### config.mk
export PLATFORM = sky130hd
export DESIGN_NAME = websocket_frame_deframer_unit
export DESIGN_NICKNAME = d
export VERILOG_FILES = /design/src/sv/wfd_pkg.sv /design/src/sv/wfd_front.sv /design/src/sv/wfd_queue.sv /design/src/sv/wfd_back.sv /design/src/sv/websocket_frame_deframer_unit.sv
export SDC_FILE = /design/constraint.sdc
export NUM_CORES = 1
export LEC_CHECK = 0
export BUFFER_PORTS_ARGS = -buffer_cell sky130_fd_sc_hd__buf_2
export CORE_MARGIN = 1.5
export CORE_UTILIZATION = 25
export CTS_BUF_LIST = sky130_fd_sc_hd__clkbuf_8 sky130_fd_sc_hd__clkbuf_16
export DETAILED_ROUTE_END_ITERATION = 7
export PLACE_DENSITY = 0.36
export REMOVE_ABC_BUFFERS = 1
export SKIP_LAST_GASP = 1
export SLEW_MARGIN = 20
export SYNTH_ARGS = -nofsm -noshare
export SYNTH_HDL_FRONTEND = slang
export SYNTH_HIERARCHICAL = 1
export SYNTH_SLANG_ARGS = --single-unit
### constraint.sdc
create_clock -name clk -period 9.46 [get_ports clk]
set_clock_uncertainty 0.2 [all_clocks]
set_input_delay 2.838 -clock clk [delete_from_list [all_inputs] [get_ports clk]]
set_output_delay 2.838 -clock clk [all_outputs]
set_load 0.01 [all_outputs]
### src/sv/wfd_pkg.sv
// ----------------------------------------------------------------------------
// wfd_pkg
// Shared types and constants for the frame deframer.
// ----------------------------------------------------------------------------
package wfd_pkg;

  localparam int LEN_W           = 63;
  localparam int MAX_W           = 20;
  localparam int QUEUE_DEPTH_DEF = 2;

  localparam logic [MAX_W-1:0] MAX_RESET = 20'd2047;

  localparam logic [6:0] LEN7_EXT16 = 7'd126;
  localparam logic [6:0] LEN7_EXT64 = 7'd127;
  localparam logic [3:0] EXT_SHORT  = 4'd2;
  localparam logic [3:0] EXT_LONG   = 4'd8;

  localparam logic KIND_HDR  = 1'b0;
  localparam logic KIND_DATA = 1'b1;

  typedef enum logic [4:0] {
    PH_HDR1    = 5'b00001,
    PH_HDR2    = 5'b00010,
    PH_EXTLEN  = 5'b00100,
    PH_MASK    = 5'b01000,
    PH_PAYLOAD = 5'b10000
  } phase_t;

  // one queued result; data byte is unmasked in the back end
  typedef struct packed {
    logic             kind;
    logic [3:0]       opcode;
    logic             fin;
    logic             masked;
    logic [LEN_W-1:0] length;
    logic             too_long;
    logic [7:0]       raw;
    logic [7:0]       key;
    logic             last;
  } rec_t;

endpackage

### src/sv/wfd_front.sv
// ----------------------------------------------------------------------------
// wfd_front
// Header parser: tracks frame phase per byte and queues result records.
// ----------------------------------------------------------------------------
module wfd_front (
  input  logic                      clk,
  input  logic                      rst_n,
  input  logic                      in_valid,
  output logic                      in_ready,
  input  logic [7:0]                in_rx_byte,
  input  logic                      in_restart,
  input  logic [wfd_pkg::MAX_W-1:0] max_len,
  output logic                      q_push,
  input  logic                      q_ready,
  output wfd_pkg::rec_t             q_rec
);
  import wfd_pkg::*;

  phase_t           phase_r,    phase_nxt;
  logic [3:0]       ext_left_r, ext_left_nxt;
  logic [LEN_W-1:0] len_r,      len_nxt;
  logic [LEN_W-1:0] remain_r,   remain_nxt;
  logic [31:0]      key_r,      key_nxt;
  logic [1:0]       key_cnt_r,  key_cnt_nxt;
  logic [1:0]       idx_r,      idx_nxt;
  logic             masked_r,   masked_nxt;
  logic [3:0]       opcode_r,   opcode_nxt;
  logic             fin_r,      fin_nxt;
  logic             discard_r,  discard_nxt;

  logic             accept;
  logic             emit;
  logic             finish;
  logic             too_long;
  logic             empty;
  logic             last_byte;
  logic [7:0]       kb;
  phase_t           cur_phase;

  assign in_ready = q_ready;
  assign accept   = in_valid && in_ready;
  assign q_push   = accept && emit;

  assign cur_phase = in_restart ? PH_HDR1 : phase_r;
  assign too_long  = (|len_nxt[LEN_W-1:MAX_W]) || (len_nxt[MAX_W-1:0] > max_len);
  assign empty     = (len_nxt == '0);
  assign last_byte = (remain_r <= {{(LEN_W-1){1'b0}}, 1'b1});

  always_comb begin
    case (idx_r)
      2'd0:    kb = key_r[31:24];
      2'd1:    kb = key_r[23:16];
      2'd2:    kb = key_r[15:8];
      default: kb = key_r[7:0];
    endcase
  end

  always_comb begin
    phase_nxt    = cur_phase;
    ext_left_nxt = ext_left_r;
    len_nxt      = len_r;
    remain_nxt   = remain_r;
    key_nxt      = key_r;
    key_cnt_nxt  = key_cnt_r;
    idx_nxt      = idx_r;
    masked_nxt   = masked_r;
    opcode_nxt   = opcode_r;
    fin_nxt      = fin_r;
    discard_nxt  = in_restart ? 1'b0 : discard_r;
    finish       = 1'b0;
    emit         = 1'b0;

    unique case (cur_phase)
      PH_HDR1: begin
        fin_nxt      = in_rx_byte[7];
        opcode_nxt   = in_rx_byte[3:0];
        masked_nxt   = 1'b0;
        key_nxt      = '0;
        len_nxt      = '0;
        ext_left_nxt = '0;
        key_cnt_nxt  = '0;
        idx_nxt      = '0;
        discard_nxt  = 1'b0;
        phase_nxt    = PH_HDR2;
      end
      PH_HDR2: begin
        masked_nxt  = in_rx_byte[7];
        key_cnt_nxt = '0;
        if (in_rx_byte[6:0] == LEN7_EXT16 || in_rx_byte[6:0] == LEN7_EXT64) begin
          len_nxt      = '0;
          ext_left_nxt = (in_rx_byte[6:0] == LEN7_EXT16) ? EXT_SHORT : EXT_LONG;
          phase_nxt    = PH_EXTLEN;
        end else begin
          len_nxt = {{(LEN_W-7){1'b0}}, in_rx_byte[6:0]};
          if (in_rx_byte[7]) begin
            phase_nxt = PH_MASK;
          end else begin
            finish = 1'b1;
          end
        end
      end
      PH_EXTLEN: begin
        len_nxt      = {len_r[LEN_W-9:0], in_rx_byte};
        ext_left_nxt = ext_left_r - 4'd1;
        if (ext_left_r == 4'd1) begin
          if (masked_r) begin
            phase_nxt = PH_MASK;
          end else begin
            finish = 1'b1;
          end
        end
      end
      PH_MASK: begin
        key_nxt     = {key_r[23:0], in_rx_byte};
        key_cnt_nxt = key_cnt_r + 2'd1;
        if (key_cnt_r == 2'd3) begin
          finish = 1'b1;
        end
      end
      PH_PAYLOAD: begin
        idx_nxt    = idx_r + 2'd1;
        remain_nxt = remain_r - {{(LEN_W-1){1'b0}}, 1'b1};
        if (last_byte) begin
          phase_nxt   = PH_HDR1;
          discard_nxt = 1'b0;
        end
        emit = !discard_r;
      end
      default: begin
        phase_nxt = PH_HDR1;
      end
    endcase

    if (finish) begin
      emit        = 1'b1;
      remain_nxt  = len_nxt;
      idx_nxt     = '0;
      discard_nxt = too_long;
      phase_nxt   = empty ? PH_HDR1 : PH_PAYLOAD;
    end
  end

  always_comb begin
    q_rec.opcode = opcode_r;
    q_rec.fin    = fin_r;
    q_rec.masked = masked_nxt;
    if (cur_phase == PH_PAYLOAD) begin
      q_rec.kind     = KIND_DATA;
      q_rec.length   = len_r;
      q_rec.too_long = 1'b0;
      q_rec.raw      = in_rx_byte;
      q_rec.key      = kb;
      q_rec.last     = last_byte;
    end else begin
      q_rec.kind     = KIND_HDR;
      q_rec.length   = len_nxt;
      q_rec.too_long = too_long;
      q_rec.raw      = '0;
      q_rec.key      = '0;
      q_rec.last     = empty;
    end
  end

  always_ff @(posedge clk) begin
    if (!rst_n) begin
      phase_r    <= PH_HDR1;
      ext_left_r <= '0;
      len_r      <= '0;
      remain_r   <= '0;
      key_r      <= '0;
      key_cnt_r  <= '0;
      idx_r      <= '0;
      masked_r   <= 1'b0;
      opcode_r   <= '0;
      fin_r      <= 1'b0;
      discard_r  <= 1'b0;
    end else if (accept) begin
      phase_r    <= phase_nxt;
      ext_left_r <= ext_left_nxt;
      len_r      <= len_nxt;
      remain_r   <= remain_nxt;
      key_r      <= key_nxt;
      key_cnt_r  <= key_cnt_nxt;
      idx_r      <= idx_nxt;
      masked_r   <= masked_nxt;
      opcode_r   <= opcode_nxt;
      fin_r      <= fin_nxt;
      discard_r  <= discard_nxt;
    end
  end

endmodule

### src/sv/wfd_queue.sv
// ----------------------------------------------------------------------------
// wfd_queue
// Small register FIFO of result records between parser and output stage.
// ----------------------------------------------------------------------------
module wfd_queue #(
  parameter int DEPTH = wfd_pkg::QUEUE_DEPTH_DEF
) (
  input  logic          clk,
  input  logic          rst_n,
  input  logic          push,
  output logic          push_ready,
  input  wfd_pkg::rec_t push_rec,
  input  logic          pop,
  output logic          pop_valid,
  output wfd_pkg::rec_t pop_rec
);
  import wfd_pkg::*;

  localparam int PTR_W = (DEPTH > 1) ? $clog2(DEPTH) : 1;
  localparam int CNT_W = $clog2(DEPTH + 1);
  localparam logic [PTR_W-1:0] PTR_LAST = PTR_W'(DEPTH - 1);
  localparam logic [CNT_W-1:0] CNT_FULL = CNT_W'(DEPTH);

  rec_t             entry_r [DEPTH];
  logic [PTR_W-1:0] wr_ptr_r, wr_ptr_nxt;
  logic [PTR_W-1:0] rd_ptr_r, rd_ptr_nxt;
  logic [CNT_W-1:0] count_r,  count_nxt;
  logic             do_push;
  logic             do_pop;

  assign push_ready = (count_r != CNT_FULL);
  assign pop_valid  = (count_r != '0);
  assign pop_rec    = entry_r[rd_ptr_r];
  assign do_push    = push && push_ready;
  assign do_pop     = pop && pop_valid;

  always_comb begin
    wr_ptr_nxt = wr_ptr_r;
    rd_ptr_nxt = rd_ptr_r;
    count_nxt  = count_r;
    if (do_push) begin
      wr_ptr_nxt = (wr_ptr_r == PTR_LAST) ? '0 : wr_ptr_r + PTR_W'(1);
    end
    if (do_pop) begin
      rd_ptr_nxt = (rd_ptr_r == PTR_LAST) ? '0 : rd_ptr_r + PTR_W'(1);
    end
    if (do_push && !do_pop) begin
      count_nxt = count_r + CNT_W'(1);
    end else if (do_pop && !do_push) begin
      count_nxt = count_r - CNT_W'(1);
    end
  end

  always_ff @(posedge clk) begin
    if (do_push) begin
      entry_r[wr_ptr_r] <= push_rec;
    end
  end

  always_ff @(posedge clk) begin
    if (!rst_n) begin
      wr_ptr_r <= '0;
      rd_ptr_r <= '0;
      count_r  <= '0;
    end else begin
      wr_ptr_r <= wr_ptr_nxt;
      rd_ptr_r <= rd_ptr_nxt;
      count_r  <= count_nxt;
    end
  end

endmodule

### src/sv/wfd_back.sv
// ----------------------------------------------------------------------------
// wfd_back
// Output stage: unmasks payload bytes and holds the result register.
// ----------------------------------------------------------------------------
module wfd_back (
  input  logic                      clk,
  input  logic                      rst_n,
  input  logic                      q_valid,
  output logic                      q_pop,
  input  wfd_pkg::rec_t             q_rec,
  output logic                      out_valid,
  input  logic                      out_ready,
  output logic                      out_kind,
  output logic [3:0]                out_frame_opcode,
  output logic                      out_final_fragment,
  output logic                      out_was_masked,
  output logic [wfd_pkg::LEN_W-1:0] out_payload_length,
  output logic                      out_too_long,
  output logic [7:0]                out_data_byte,
  output logic                      out_last_of_frame
);
  import wfd_pkg::*;

  logic             valid_r;
  logic             kind_r;
  logic [3:0]       opcode_r;
  logic             fin_r;
  logic             masked_r;
  logic [LEN_W-1:0] length_r;
  logic             too_long_r;
  logic [7:0]       data_r;
  logic             last_r;
  logic             load;

  assign load  = !valid_r || out_ready;
  assign q_pop = load && q_valid;

  always_ff @(posedge clk) begin
    if (!rst_n) begin
      valid_r <= 1'b0;
    end else if (load) begin
      valid_r <= q_valid;
    end
  end

  always_ff @(posedge clk) begin
    if (q_pop) begin
      kind_r     <= q_rec.kind;
      opcode_r   <= q_rec.opcode;
      fin_r      <= q_rec.fin;
      masked_r   <= q_rec.masked;
      length_r   <= q_rec.length;
      too_long_r <= q_rec.too_long;
      data_r     <= q_rec.raw ^ q_rec.key;
      last_r     <= q_rec.last;
    end
  end

  assign out_valid          = valid_r;
  assign out_kind           = kind_r;
  assign out_frame_opcode   = opcode_r;
  assign out_final_fragment = fin_r;
  assign out_was_masked     = masked_r;
  assign out_payload_length = length_r;
  assign out_too_long       = too_long_r;
  assign out_data_byte      = data_r;
  assign out_last_of_frame  = last_r;

endmodule

### src/sv/websocket_frame_deframer_unit.sv
// One received byte per clock sustained; no stall while the output is taken.
// A result is written into the record queue and then into the output register.
// Throughput is set by the byte-wide parser; the record queue (QUEUE_DEPTH
// entries) and the output register absorb output back-pressure.
// Synchronous active-low reset: parser returns to first header byte, queue and
// output empty, payload length limit back to 2047.
// ----------------------------------------------------------------------------
// websocket_frame_deframer_unit
// Byte-serial frame deframer: header parser, record queue, output stage.
// ----------------------------------------------------------------------------
module websocket_frame_deframer_unit #(
  parameter int QUEUE_DEPTH = wfd_pkg::QUEUE_DEPTH_DEF
) (
  input  logic                      clk,
  input  logic                      rst_n,
  input  logic                      in_valid,
  output logic                      in_ready,
  input  logic [7:0]                in_rx_byte,
  input  logic                      in_restart,
  output logic                      out_valid,
  input  logic                      out_ready,
  output logic                      out_kind,
  output logic [3:0]                out_frame_opcode,
  output logic                      out_final_fragment,
  output logic                      out_was_masked,
  output logic [wfd_pkg::LEN_W-1:0] out_payload_length,
  output logic                      out_too_long,
  output logic [7:0]                out_data_byte,
  output logic                      out_last_of_frame,
  input  logic                      cfg_valid,
  output logic                      cfg_ready,
  input  logic [wfd_pkg::MAX_W-1:0] cfg_max_payload_length
);
  import wfd_pkg::*;

  logic [MAX_W-1:0] max_len_r;
  logic             q_push;
  logic             q_push_ready;
  rec_t             q_in_rec;
  logic             q_pop;
  logic             q_pop_valid;
  rec_t             q_out_rec;

  assign cfg_ready = 1'b1;

  always_ff @(posedge clk) begin
    if (!rst_n) begin
      max_len_r <= MAX_RESET;
    end else if (cfg_valid && cfg_ready) begin
      max_len_r <= cfg_max_payload_length;
    end
  end

  wfd_front u_front (
    .clk        (clk),
    .rst_n      (rst_n),
    .in_valid   (in_valid),
    .in_ready   (in_ready),
    .in_rx_byte (in_rx_byte),
    .in_restart (in_restart),
    .max_len    (max_len_r),
    .q_push     (q_push),
    .q_ready    (q_push_ready),
    .q_rec      (q_in_rec)
  );

  wfd_queue #(
    .DEPTH (QUEUE_DEPTH)
  ) u_queue (
    .clk        (clk),
    .rst_n      (rst_n),
    .push       (q_push),
    .push_ready (q_push_ready),
    .push_rec   (q_in_rec),
    .pop        (q_pop),
    .pop_valid  (q_pop_valid),
    .pop_rec    (q_out_rec)
  );

  wfd_back u_back (
    .clk                (clk),
    .rst_n              (rst_n),
    .q_valid            (q_pop_valid),
    .q_pop              (q_pop),
    .q_rec              (q_out_rec),
    .out_valid          (out_valid),
    .out_ready          (out_ready),
    .out_kind           (out_kind),
    .out_frame_opcode   (out_frame_opcode),
    .out_final_fragment (out_final_fragment),
    .out_was_masked     (out_was_masked),
    .out_payload_length (out_payload_length),
    .out_too_long       (out_too_long),
    .out_data_byte      (out_data_byte),
    .out_last_of_frame  (out_last_of_frame)
  );

endmodule
Word-level counts from Yosys, hierarchy flattened
Memory sizes are Yosys's and may differ from the RTL's. A register that Yosys moved wholly into a read port is not among the register bits.
Index checks and enable logic that the tools add are counted.
{ "totals": {"regBits": 283, "latch_bits": 0, "ramBits": 176, "romBits": 0, "output_inout_bits": 83, "word_cells": 124, "memories": 1} }
{ "classes": {"addsub": 8, "mul": 0, "div_mod_pow": 0, "magnitude_cmp": 2, "eq_ne": 13, "shift": 0, "mux": 44, "bitwise": 1, "reduce_logical": 31} }
{ "memory_table": {"columns": ["memory", "depth", "word_bits", "read_ports", "rd_clocked_by_memory_dff", "wr", "line", "rtl"], "rows": [
  ["u_queue.entry_r", 2, 88, 1, 1, 1, "wfd_queue.sv:24", "rec_t entry_r [DEPTH];"]
]} }
{ "ops": {"columns": ["op", "n"], "rows": [
  ["one-hot mux 63 bit (3 select lines)", 1],
  ["2-to-1 mux 63 bit", 2],
  ["2-to-1 mux 81 bit", 1],
  ["one-hot mux 32 bit (2 select lines)", 1],
  ["less-or-equal comparator 63 x 1 -> 1 bit, second input constant", 1],
  ["logical NOT 63 bit", 1],
  ["subtractor 63 x 1 -> 63 bit, second input constant", 1],
  ["OR reduction 43 bit", 1],
  ["2-to-1 mux 5 bit", 8],
  ["one-hot mux 5 bit (5 select lines)", 1],
  ["one-hot mux 8 bit (3 select lines)", 1],
  ["> comparator 20 bit", 1],
  ["2-to-1 mux 1 bit", 17],
  ["equality test 7 bit, second input constant", 2],
  ["one-hot mux 4 bit (3 select lines)", 1],
  ["AND reduction 2 bit", 5],
  ["nonzero test 2 bit", 5],
  ["2-to-1 mux 4 bit", 2],
  ["one-hot mux 2 bit (2 select lines)", 2],
  ["bitwise XOR 8 bit", 1],
  ["logical AND 1 bit", 7],
  ["2-to-1 mux 7 bit", 1],
  ["adder 2 x 1 -> 2 bit, second input constant", 3],
  ["2-to-1 mux 2 bit", 3],
  ["21 further kinds", 30]
]} }

Logic depth before layout (Yosys ltp)
Gate-level depths: netlist of run 1.
{ "logic_depth": {"depth_word": 11, "depth_mapped": 15, "depth_no_buf": 13} }

By module
The synthesis of run 1 kept the hierarchy.
{ "by_module_without_submodules": {"columns": ["module", "instances", "cells_per_inst", "area_each_um2"], "rows": [
  ["wfd_front", 1, 1327, 10117.2],
  ["wfd_queue", 1, 298, 6668.9],
  ["wfd_back", 1, 92, 2519.9],
  ["websocket_frame_deframer_unit", 1, 66, 735.7]
]} }

Least setup slack after synthesis of run 1
No wires, ideal clock.
{ "synth_timing": {"path_type": "input -> register", "startpoint": "in out_ready", "endpoint": "reg u_queue.count_r[1]", "setup_time_ns": 0.070, "arrival_time_ns": 7.912, "required_ns": 9.190, "slack_ns": 1.279, "stages": 6, "path_buffers": 0, "cell_sequence": "nor2b_4 -> nor2b_1 -> o21ai_1 -> ha_1 -> or3_1 -> a21boi_1"} }
{ "synth_via": {"elab_chain_len": 6, "word_cells_on_any_way": 8, "classes_between": "mux (1); reduce/logical (7)"} }
{ "synth_lines": {"columns": ["item", "line", "rtl"], "rows": [
  ["start, declared", "websocket_frame_deframer_unit.sv:21", "input logic out_ready,"],
  ["logical OR 1 bit (*)", "wfd_back.sv:35", "assign load = !valid_r || out_ready;"],
  ["logical AND 1 bit (*)", "wfd_back.sv:36", "assign q_pop = load && q_valid;"],
  ["named net q_pop", "websocket_frame_deframer_unit.sv:40", "logic q_pop;"],
  ["logical AND 1 bit (*)", "wfd_queue.sv:35", "assign do_pop = pop && pop_valid;"],
  ["logical NOT 1 bit", "wfd_queue.sv:47", "if (do_push && !do_pop) begin"],
  ["logical AND 1 bit", "wfd_queue.sv:47", null],
  ["2-to-1 mux 2 bit / nonzero test 2 bit (equally long branches)", null, null],
  ["end signal, assigned", "wfd_queue.sv:68", "count_r <= count_nxt;"],
  ["end, declared", "wfd_queue.sv:27", "logic [CNT_W-1:0] count_r, count_nxt;"]
]} }
The timed path passes the listed nets; every way through them passes the cells marked *.
A chain may end at the register's enable or synchronous reset.

==> results.py, run 1 <==
metrics = {
    "clocking": {
        "clk_latency_ps": 610,
        "cts_setup_buffers": 0,
        "root_buffer": "clkbuf_16",
        "htreeDepth": 2,
        "cts_resized": 0,
        "cts_made_buffers": 55,
        "clock_path_buffers": 3,
        "cts_tree": "done",
        "clkSlewWorstSetupHoldPaths_ps": 60,
        "cts.sinks": 460,
        "cts_hold_buffers": 0,
    },
    "sta": {
        "finalCriticalPeriod_ps": 6344,
        "setup_viol": 0,
        "final_hold_viol_count": 0,
        "relSlewSlack_pct": 31.59,
        "rsz0062_at_grt": "false",
        "finalCritPeriodShare_pct": 67.06,
        "slew_viol_final": 0,
        "tightest_slew_ps": 1026,
        "fmax_mhz": 157.6,
    },
    "layout": {
        "fin_nets": 1915,
        "area_growth_pct": 17.46,
        "insertedDiodeCount": 0,
        "drive_above_1_share_pct": 19.29,
        "stdcell_area_um2": 23540,
    },
    "synth": {
        "yosys.area.top_type_share_pct": 38.36,
        "synth.distinct_cells": 82,
        "yosysTopAreaCell": "edfxtp_1",
        "synth.top_cells.by_area": "edfxtp_1 38%, dfxtp_1 20%, mux2_2 3.9%",
        "synthArstFlopShare_pct": 0,
        "syn_inst": 1783,
        "synth_warnings": 6,
        "synth.most_common_cell": "edfxtp_1",
        "avgSynthCellArea_um2": 11.24,
        "synth_seq_area_share_pct": 58.73,
        "synthTopCellsByCount": "256 x edfxtp_1, 204 x dfxtp_1, 168 x nor2_1, 140 x a21oi_1, 128 x nand2_1",
        "synth_edf_count": 256,
        "ys.flop_type": "edfxtp_1",
        "ys_seq_elements": 460,
        "syn_area_um2": 20040,
    },
    "global_route": {
        "grt_pass1_vias": 14060,
        "grt.total_usage_pct": 14.69,
        "antenna_found_initial": 0,
        "grt_pass1_wl_mm": 92.17,
        "overflow": 0,
        "grt_max_degree": 85,
    },
    "drt": {
        "num_vias": 14470,
        "first_iter_violations": 1079,
        "viasPerCell": 4.909,
        "wl_per_cell_um": 20.81,
        "drtPass1Iterations": 6,
        "ant_nets": 0,
        "drc_errors": 0,
        "wl_mm": 61.32,
    },
    "hold_path": {
        "hp-class": "reg -> reg",
    },
    "power": {
        "ir_drop_v": 0.0001162,
        "p_int_mw": 3.555,
        "p_sw_share_pct": 24.25,
        "clkPwrFrac_pct": 46.6,
        "p_seq_share_pct": 45.5,
        "comb_power_share_pct": 8.0,
        "cellLeakagePower_nw": 8.325,
        "power_mw": 4.693,
        "powerDensity_nw_per_um2": 199.4,
        "power.switching_mw": 1.138,
    },
    "floorplanning": {
        "rows": 103,
        "die_y_um": 286.1,
        "fp.dieArea_um2": 81870,
        "initial_core_util_pct": 25.33,
        "pin_count": 117,
        "coreArea_um2": 79130,
        "die_w_um": 286.1,
    },
    "setup_path": {
        "start_kind": "input port",
        "crit_chain": "buf_2 -> nor4_1 -> and2_2 -> a22o_1 -> ha_1 -> and4_1 -> nand4_1 -> nor2_1 -> a221oi_1 -> o211ai_1 -> a21boi_0 -> nor2_1",
        "slowest_delay_ps": 960,
        "end_kind": "flip-flop",
        "worst_path_most_repeated_cell": "nor2_1",
        "slowest_stage": "and2_2",
        "worstSetupPathType": "in -> reg",
        "cp_max_fo": 45,
        "worst_ep_required_time_ps": 9570,
        "arrival_ps": 6450,
    },
    "placed_design": {
        "dpl_cell_area_um2": 21650,
        "gp_congestion": 0.8016,
        "hpwl_mm": 39.93,
        "io_buffers": 115,
    },
    "run": {
        "cap_violations": 0,
    },
    "status": {
        "status": "completed",
    },
}
## worst max-delay path, delay by kind of cell
| family | cells | cell delay [ps] |
|---|---|---|
| AO/OA/AOI/OAI | 4 | 1140 |
| AND/OR/NAND/NOR | 6 | 2040 |
| adder cells (fa/ha/maj) | 1 | 270 |
| buffers and inverters | 1 | 130 |
## cell type report
type | instances | area (µm²)
Multi-Input combinational cell | 1158 | 7652
Tap cell | 1050 | 1314
Fill cell | 8214 | 55590
Sequential cell | 460 | 11780
Timing Repair Buffer | 137 | 753.2
Clock inverter | 38 | 356.6
Clock buffer | 65 | 1536
Inverter | 39 | 152.6
## worst paths after layout
check | slack (ps) | from | to | cells past startpoint
worst max register to register | 4970 | u_front/phase_r[4]$_SDFFE_PN0P_ | u_queue/entry_r[0][17]$_DFFE_PP_ | 11
worst min-delay path | 260 | u_front/opcode_r[3]$_SDFFE_PN0P_ | u_queue/entry_r[1][86]$_DFFE_PP_ | 0
worst max-delay path | 3120 | in_restart | u_queue/entry_r[0][17]$_DFFE_PP_ | 12
worst min register to register | 260 | u_front/opcode_r[3]$_SDFFE_PN0P_ | u_queue/entry_r[1][86]$_DFFE_PP_ | 0
## power groups by stage
stage               Clock [mW]  Sequential (mW)  Combinational (mW)
floorplan                    0             2.18               0.235
global placement             0             2.18               0.376
detailed placement           0             2.18               0.375
CTS                       2.27             2.13               0.377
global route              2.34             2.14               0.416
finish                    2.19             2.13               0.373
## logic make-up (layout without fill, tap and decap cells)
group                    Yosys count  after routing  synth area share [%]
AND/OR/NAND/NOR                  539            539                 13.12
AO/OA/AOI/OAI                    466            466                 15.85
flip-flops                       460            460                 58.73
buffers and inverters            165            279                 3.459
adder cells (fa/ha/maj)           30             30                 1.873
other                              1              1               0.01871
multiplexers                     110            110                 6.424
XOR/XNOR                          12             12                0.5245
## registers in the layout (all words and copies together) (netlist names), 4 cells and up, named ones only
name,flops
max_len_r,20
u_back/out_data_byte,8
u_back/out_frame_opcode,4
u_back/out_payload_length,63
u_front/ext_left_r,4
u_front/key_r,32
u_front/len_r,63
u_front/opcode_r,4
u_front/phase_r,5
u_front/remain_r,63
u_queue/entry_r,176
## through the flow
stage	setup TNS, ps	instances	setup slack [ps]	hold slack (ps)	util, %
floorplan	-167300	1657	-1118	225.4	-
global placement	0	2844	2576	234.1	27.36
detailed placement	0	2844	2522	245.2	27.36
CTS	0	2947	3164	262.9	29.75
global route	0	2947	2752	272.9	29.75
finish	0	2947	3116	261.2	29.75
## layer usage
metal / vias to the layer above / global-route usage, % / part of all wire (%)
met3: 79 / 2.488 / 4.8
met1: 7182 / 21.54 / 50
met2: 363 / 22.38 / 44
met5: - / 0 / 0
li1: 6842 / - / -
met4: 0 / 3.452 / 1.8
## cells in the final DEF (no fill, tap or decap), types with 14 or more instances in the layout
cell type  Yosys  final
a22o_1        86     86
inv_1         39     53
nor3_1        39     39
a22oi_1       66     66
clkbuf_16      0     57
nor4_1        27     27
and2_1        22     21
ha_1          30     30
nand3_1       64     63
buf_4          5     21
edfxtp_1     256    256
nor2_1       168    166
mux2_2        69     69
o21ai_0       70     70
buf_2          8    115
dfxtp_1      204    203
o211ai_1      14     14
mux2_4        20     20
a21oi_1      140    139
nand4_1       19     19
nand2_1      128    127
mux2i_1       21     21
Power figures use the tool's default switching activity.
==> inputs of run 2 (changes only) <==
ABC_AREA = 1   (was not set)
PLACE_DENSITY = 0.38   (was 0.36)
clock period = 5.63 ns   (was 9.46 ns; I/O delays follow)
==> results.py, run 2 <==
metrics = {
    "setup_path": {
        "worst_path_most_repeated_cell": "nor2_1",
        "arrival_ps": 4580,
        "slowest_delay_ps": 350,
        "cp_max_fo": 16,
        "end_kind": "flip-flop",
        "crit_chain": "buf_2 -> inv_2 -> o21ai_2 -> nand2_2 -> buf_4 -> nor2_1 -> nor2_1 -> nand2_1 -> ha_1 -> inv_1 -> nor2_1 -> o211ai_1 -> nand2_1 -> nand3_1 -> nand3_1 -> a21oi_1 -> a31oi_1",
        "start_kind": "input port",
        "worstSetupPathType": "in -> reg",
        "r2r_start": "u_front/phase_r[4]$_SDFFE_PN0P_",
        "worst_ep_required_time_ps": 5760,
        "critPathLaunch": "in_restart",
        "slowest_stage": "ha_1",
    },
    "synth": {
        "synth.top_cells.by_area": "edfxtp_1 36%, dfxtp_1 19%, nand2_1 10%",
        "synth.most_common_cell": "nand2_1",
        "syn_inst": 2302,
        "avgSynthCellArea_um2": 9.157,
        "yosys.area.top_type_share_pct": 36.47,
        "yosysTopAreaCell": "edfxtp_1",
        "synth.distinct_cells": 44,
        "synth_edf_count": 256,
        "synthArstFlopShare_pct": 0,
        "synthTopCellsByCount": "577 x nand2_1, 258 x nor2_1, 256 x edfxtp_1, 204 x dfxtp_1, 190 x a21oi_1",
        "synth_warnings": 6,
        "syn_area_um2": 21080,
        "synth_seq_area_share_pct": 55.84,
        "ys_seq_elements": 460,
        "ys.flop_type": "edfxtp_1",
    },
    "sta": {
        "rsz0062_at_grt": "false",
        "slew_viol_final": 0,
        "fin_setup_tns_ps": 0,
        "fin_ws_ps": 1178,
        "setup_viol": 0,
        "final_hold_viol_count": 0,
        "finalCriticalPeriod_ps": 4452,
        "finalCritPeriodShare_pct": 79.08,
        "tightest_slew_ps": 1085,
        "fmax_mhz": 224.6,
        "relSlewSlack_pct": 27.68,
    },
    "drt": {
        "num_vias": 16220,
        "ant_nets": 0,
        "viasPerCell": 4.623,
        "m1WireLength_mm": 31.13,
        "drtPass1Iterations": 5,
        "wl_met2_mm": 28.32,
        "wl_mm": 63.53,
        "dr.max_layer_used": "met4",
        "first_iter_violations": 1128,
        "drc_errors": 0,
        "wl_met3_mm": 2.698,
        "wl_per_cell_um": 18.11,
    },
    "layout": {
        "area_growth_pct": 16.94,
        "utilization_pct": 29.50,
        "layout_commonest_cell": "nand2_1",
        "insertedDiodeCount": 0,
        "mostFrequentLayoutCells": "576 x nand2_1, 256 x edfxtp_1, 254 x nor2_1",
        "fin_nets": 2447,
        "largest_reg_flops": 176,
        "max_flop_register": "u_queue/entry_r",
        "drive_above_1_share_pct": 14.58,
    },
    "clocking": {
        "htreeDepth": 2,
        "cts.sinks": 460,
        "root_buffer": "clkbuf_16",
        "cts_hold_buffers": 0,
        "cts_made_buffers": 53,
        "cts_setup_buffers": 0,
        "clkSlewWorstSetupHoldPaths_ps": 60,
        "cts_tree": "done",
        "clk_latency_ps": 610,
        "cts_resized": 0,
        "clock_path_buffers": 3,
    },
    "floorplanning": {
        "fp.dieArea_um2": 86070,
        "die_y_um": 293.4,
        "pin_count": 117,
        "die_w_um": 293.4,
        "coreArea_um2": 83560,
        "initial_core_util_pct": 25.23,
        "rows": 106,
    },
    "power": {
        "powerDensity_nw_per_um2": 331.7,
        "clkPwrFrac_pct": 46.5,
        "p_seq_share_pct": 44.2,
        "p_sw_share_pct": 24.90,
        "power.switching_mw": 2.036,
        "comb_power_share_pct": 9.3,
        "p_int_mw": 6.140,
        "cellLeakagePower_nw": 9.656,
        "ir_drop_v": 0.0002043,
    },
    "hold_path": {
        "min_from": "u_front/key_r[31]$_SDFFE_PN0P_",
        "hp-class": "reg -> reg",
    },
    "placed_design": {
        "hpwl_mm": 42.82,
        "io_buffers": 115,
        "gp_congestion": 0.8288,
        "place_ws_ps": 554.1,
    },
    "global_route": {
        "grt_max_degree": 115,
        "overflow": 0,
        "antenna_found_initial": 2,
        "grt_pass1_wl_mm": 98.11,
        "grt_pass1_vias": 15990,
        "grt.total_usage_pct": 14.63,
    },
    "status": {
        "status": "completed",
    },
    "run": {
        "cap_violations": 0,
    },
}
[run 2: metal layers]
metal / vias to the layer above / GRT usage [%]
met3: 92 / 2.300
met1: 7826 / 20.89
met5: - / 0
li1: 7962 / -
met4: 0 / 3.847
met2: 336 / 22.88
[run 2: layout make-up]
type                            count  area [µm²]
Multi-Input combinational cell   1550        8097
Tap cell                         1080        1351
Sequential cell                   460       11780
Clock inverter                     44       540.5
Timing Repair Buffer              146       858.3
Clock buffer                       56        1379
Inverter                          172       650.6
Fill cell                        8820       58900
[run 2: kinds of logic (layout without fill, tap and decap cells)]
logic type               after synthesis  in the layout  synth area share, %
adder cells (fa/ha/maj)               30             30                1.781
AND/OR/NAND/NOR                     1008           1008                19.70
flip-flops                           460            460                55.84
multiplexers                          88             88                5.057
AO/OA/AOI/OAI                        377            377                9.734
other                                  1              1              0.01779
buffers and inverters                292            418                5.959
XOR/XNOR                              46             46                1.911
[run 2: metrics by stage]
stage	instances	cell area, µm²	hold slack (ps)	total power [mW]
floorplan	2182	20470	220.3	4.178
global placement	3408	22730	240.9	4.451
detailed placement	3408	22730	243.9	4.451
CTS	3508	24650	264.7	8.305
global route	3508	24650	273.8	8.533
finish	3508	24650	264.3	8.176
[run 2: worst max-delay path, delay by kind of cell]
family,cells,cell delay (ps)
adder cells (fa/ha/maj),1,350
buffers and inverters,4,580
AND/OR/NAND/NOR,8,1210
AO/OA/AOI/OAI,4,760
[run 2: path summary, 6_finish.rpt]
| path | slack, ps | cells after the start | to |
|---|---|---|---|
| max | 1180 | 17 | u_queue/entry_r[0][17]$_DFFE_PP_ |
| min | 260 | 2 | u_front/key_r[31]$_SDFFE_PN0P_ |
| max reg2reg | 2000 | 17 | u_queue/entry_r[0][17]$_DFFE_PP_ |
| min reg2reg | 260 | 2 | u_front/key_r[31]$_SDFFE_PN0P_ |
[run 2: power groups by stage]
stage / clock, mW / sequential [mW] / combinational, mW
after global placement: 0 / 3.68 / 0.768
after global routing: 4.06 / 3.62 / 0.858
after detailed placement: 0 / 3.68 / 0.767
after floorplan: 0 / 3.68 / 0.494
final: 3.80 / 3.61 / 0.763
after CTS: 3.92 / 3.61 / 0.771
==> inputs of run 3 (changes only) <==
PLACE_DENSITY = 0.36   (was 0.38)
clock period = 4.2 ns   (was 5.63 ns; I/O delays follow)
==> results.py, run 3 (synthesis gave the netlist of run 2 again) <==
metrics = {
    "layout": {
        "largest_reg_flops": 176,
        "seqCellArea_um2": 11780,
        "utilization_pct": 30.30,
        "fin_nets": 2528,
        "layout_commonest_cell": "nand2_1",
        "area_growth_pct": 20.09,
        "multi_input_area_um2": 8094,
        "final_cell_count_no_fill": 3588,
        "insertedDiodeCount": 0,
        "stdcell_area_um2": 25310,
        "drive_above_1_share_pct": 17.38,
        "mostFrequentLayoutCells": "576 x nand2_1, 256 x edfxtp_1, 255 x nor2_1",
        "fillers": 8799,
        "max_flop_register": "u_queue/entry_r",
    },
    "setup_path": {
        "cp_max_fo": 20,
        "slowest_delay_ps": 350,
        "worstSetupPathType": "in -> reg",
        "worst_path_most_repeated_cell": "nand2_1",
        "crit_family": "compound AO/OA/AOI/OAI gates",
        "critical_path_buf_inv_count": 3,
        "crit_chain": "buf_2 -> inv_2 -> nand2_1 -> nor2_2 -> nand2_2 -> buf_12 -> o21ai_0 -> ha_1 -> a21oi_1 -> o21ai_0 -> nand2_1 -> o211ai_1 -> nand2_1 -> nand3_1 -> a21oi_1 -> a31oi_1",
        "start_kind": "input port",
        "slowest_stage": "o21ai_0",
        "end_kind": "flip-flop",
        "arrival_ps": 3790,
        "worst_ep_required_time_ps": 4340,
    },
    "floorplanning": {
        "rows": 106,
        "pin_count": 117,
        "die_y_um": 293.4,
        "die_w_um": 293.4,
        "initial_core_util_pct": 25.23,
        "fp.dieArea_um2": 86070,
        "coreArea_um2": 83560,
    },
    "drt": {
        "ant_nets": 0,
        "drc_errors": 0,
        "num_vias": 16390,
        "wl_mm": 65.04,
        "dr.max_layer_used": "met4",
        "wl_met3_mm": 2.428,
        "wl_per_cell_um": 18.13,
        "viasPerCell": 4.567,
        "drtPass1Iterations": 5,
        "m1WireLength_mm": 32.44,
        "first_iter_violations": 995,
        "wl_met2_mm": 28.90,
    },
    "clocking": {
        "clock_path_buffers": 3,
        "cts_tree": "done",
        "cts_resized": 0,
        "cts.sinks": 460,
        "cts_hold_buffers": 0,
        "clkSlewWorstSetupHoldPaths_ps": 60,
        "cts_setup_buffers": 0,
        "cts_made_buffers": 54,
        "clk_latency_ps": 630,
        "root_buffer": "clkbuf_16",
        "htreeDepth": 2,
    },
    "sta": {
        "rsz0062_at_grt": "false",
        "fin_setup_tns_ps": 0,
        "relSlewSlack_pct": 46.70,
        "final_hold_viol_count": 0,
        "fmax_mhz": 274.5,
        "setup_viol": 0,
        "tightest_slew_ps": 799.5,
        "whs_ps": 258.4,
        "slew_viol_final": 0,
        "finalCriticalPeriod_ps": 3643,
        "finalCritPeriodShare_pct": 86.75,
    },
    "placed_design": {
        "gp_congestion": 0.8369,
        "dpl_cell_area_um2": 23500,
        "io_buffers": 115,
        "placed_cells": 3488,
        "hpwl_mm": 46.06,
    },
    "global_route": {
        "grt_max_degree": 66,
        "overflow": 0,
        "grt_pass1_vias": 16260,
        "grt.total_usage_pct": 14.97,
        "grt_pass1_wl_mm": 99.91,
        "antenna_found_initial": 1,
    },
    "status": {
        "status": "completed",
    },
    "hold_path": {
        "hp-class": "reg -> reg",
    },
    "power": {
        "cellLeakagePower_nw": 10.06,
        "ir_drop_v": 0.0003190,
        "powerDensity_nw_per_um2": 422.5,
    },
    "run": {
        "cap_violations": 0,
    },
}
[run 3: area by class of cell]
type | count | share of cell area, %
Clock buffer | 56 | 5.491
Clock inverter | 44 | 1.666
Inverter | 172 | 2.560
Multi-Input combinational cell | 1550 | 31.97
Sequential cell | 460 | 46.52
Tap cell | 1080 | 5.338
Timing Repair Buffer | 226 | 6.455
[run 3: through the flow]
step | total power, mW | setup WS, ps
after floorplan | 5.600 | -5794
after global routing | 11.18 | 361.8
after global placement | 6.005 | 40.97
after CTS | 10.90 | 618.4
after detailed placement | 6.002 | -36.80
final | 10.69 | 556.5
[run 3: worst reg2reg max path: cells and delay by family (launching register included)]
family | cells | cell delay (ps)
AND/OR/NAND/NOR | 10 | 1060
AO/OA/AOI/OAI | 3 | 580
flip-flops | 1 | 410
buffers and inverters | 3 | 330
adder cells (fa/ha/maj) | 1 | 310
[run 3: power by group]
part	leakage (nW)	internal, mW	total [mW]	switching (mW)
Sequential	3.75	4.80	4.84	0.0484
Clock	0.905	2.79	4.79	2.01
Combinational	5.41	0.344	1.06	0.711
Total	10.1	7.93	10.7	2.77
[run 3: final timing paths]
path,start,to,slack [ps],cells past startpoint
hold reg to reg,max_len_r[6]$_SDFFE_PN1P_,max_len_r[6]$_SDFFE_PN1P_,260,2
setup reg to reg,u_front/phase_r[4]$_SDFFE_PN0P_,u_queue/entry_r[0][17]$_DFFE_PP_,1040,17
setup / recovery,in_restart,u_queue/entry_r[0][17]$_DFFE_PP_,560,16
hold / removal,max_len_r[6]$_SDFFE_PN1P_,max_len_r[6]$_SDFFE_PN1P_,260,2
[run 3: per-layer routing]
layer  vias to the layer above  global-route usage, %
li1                       8136                      -
met1                      7888                  21.55
met2                       291                  23.46
met3                        71                  2.224
met4                         0                  3.558
met5                         -                      0
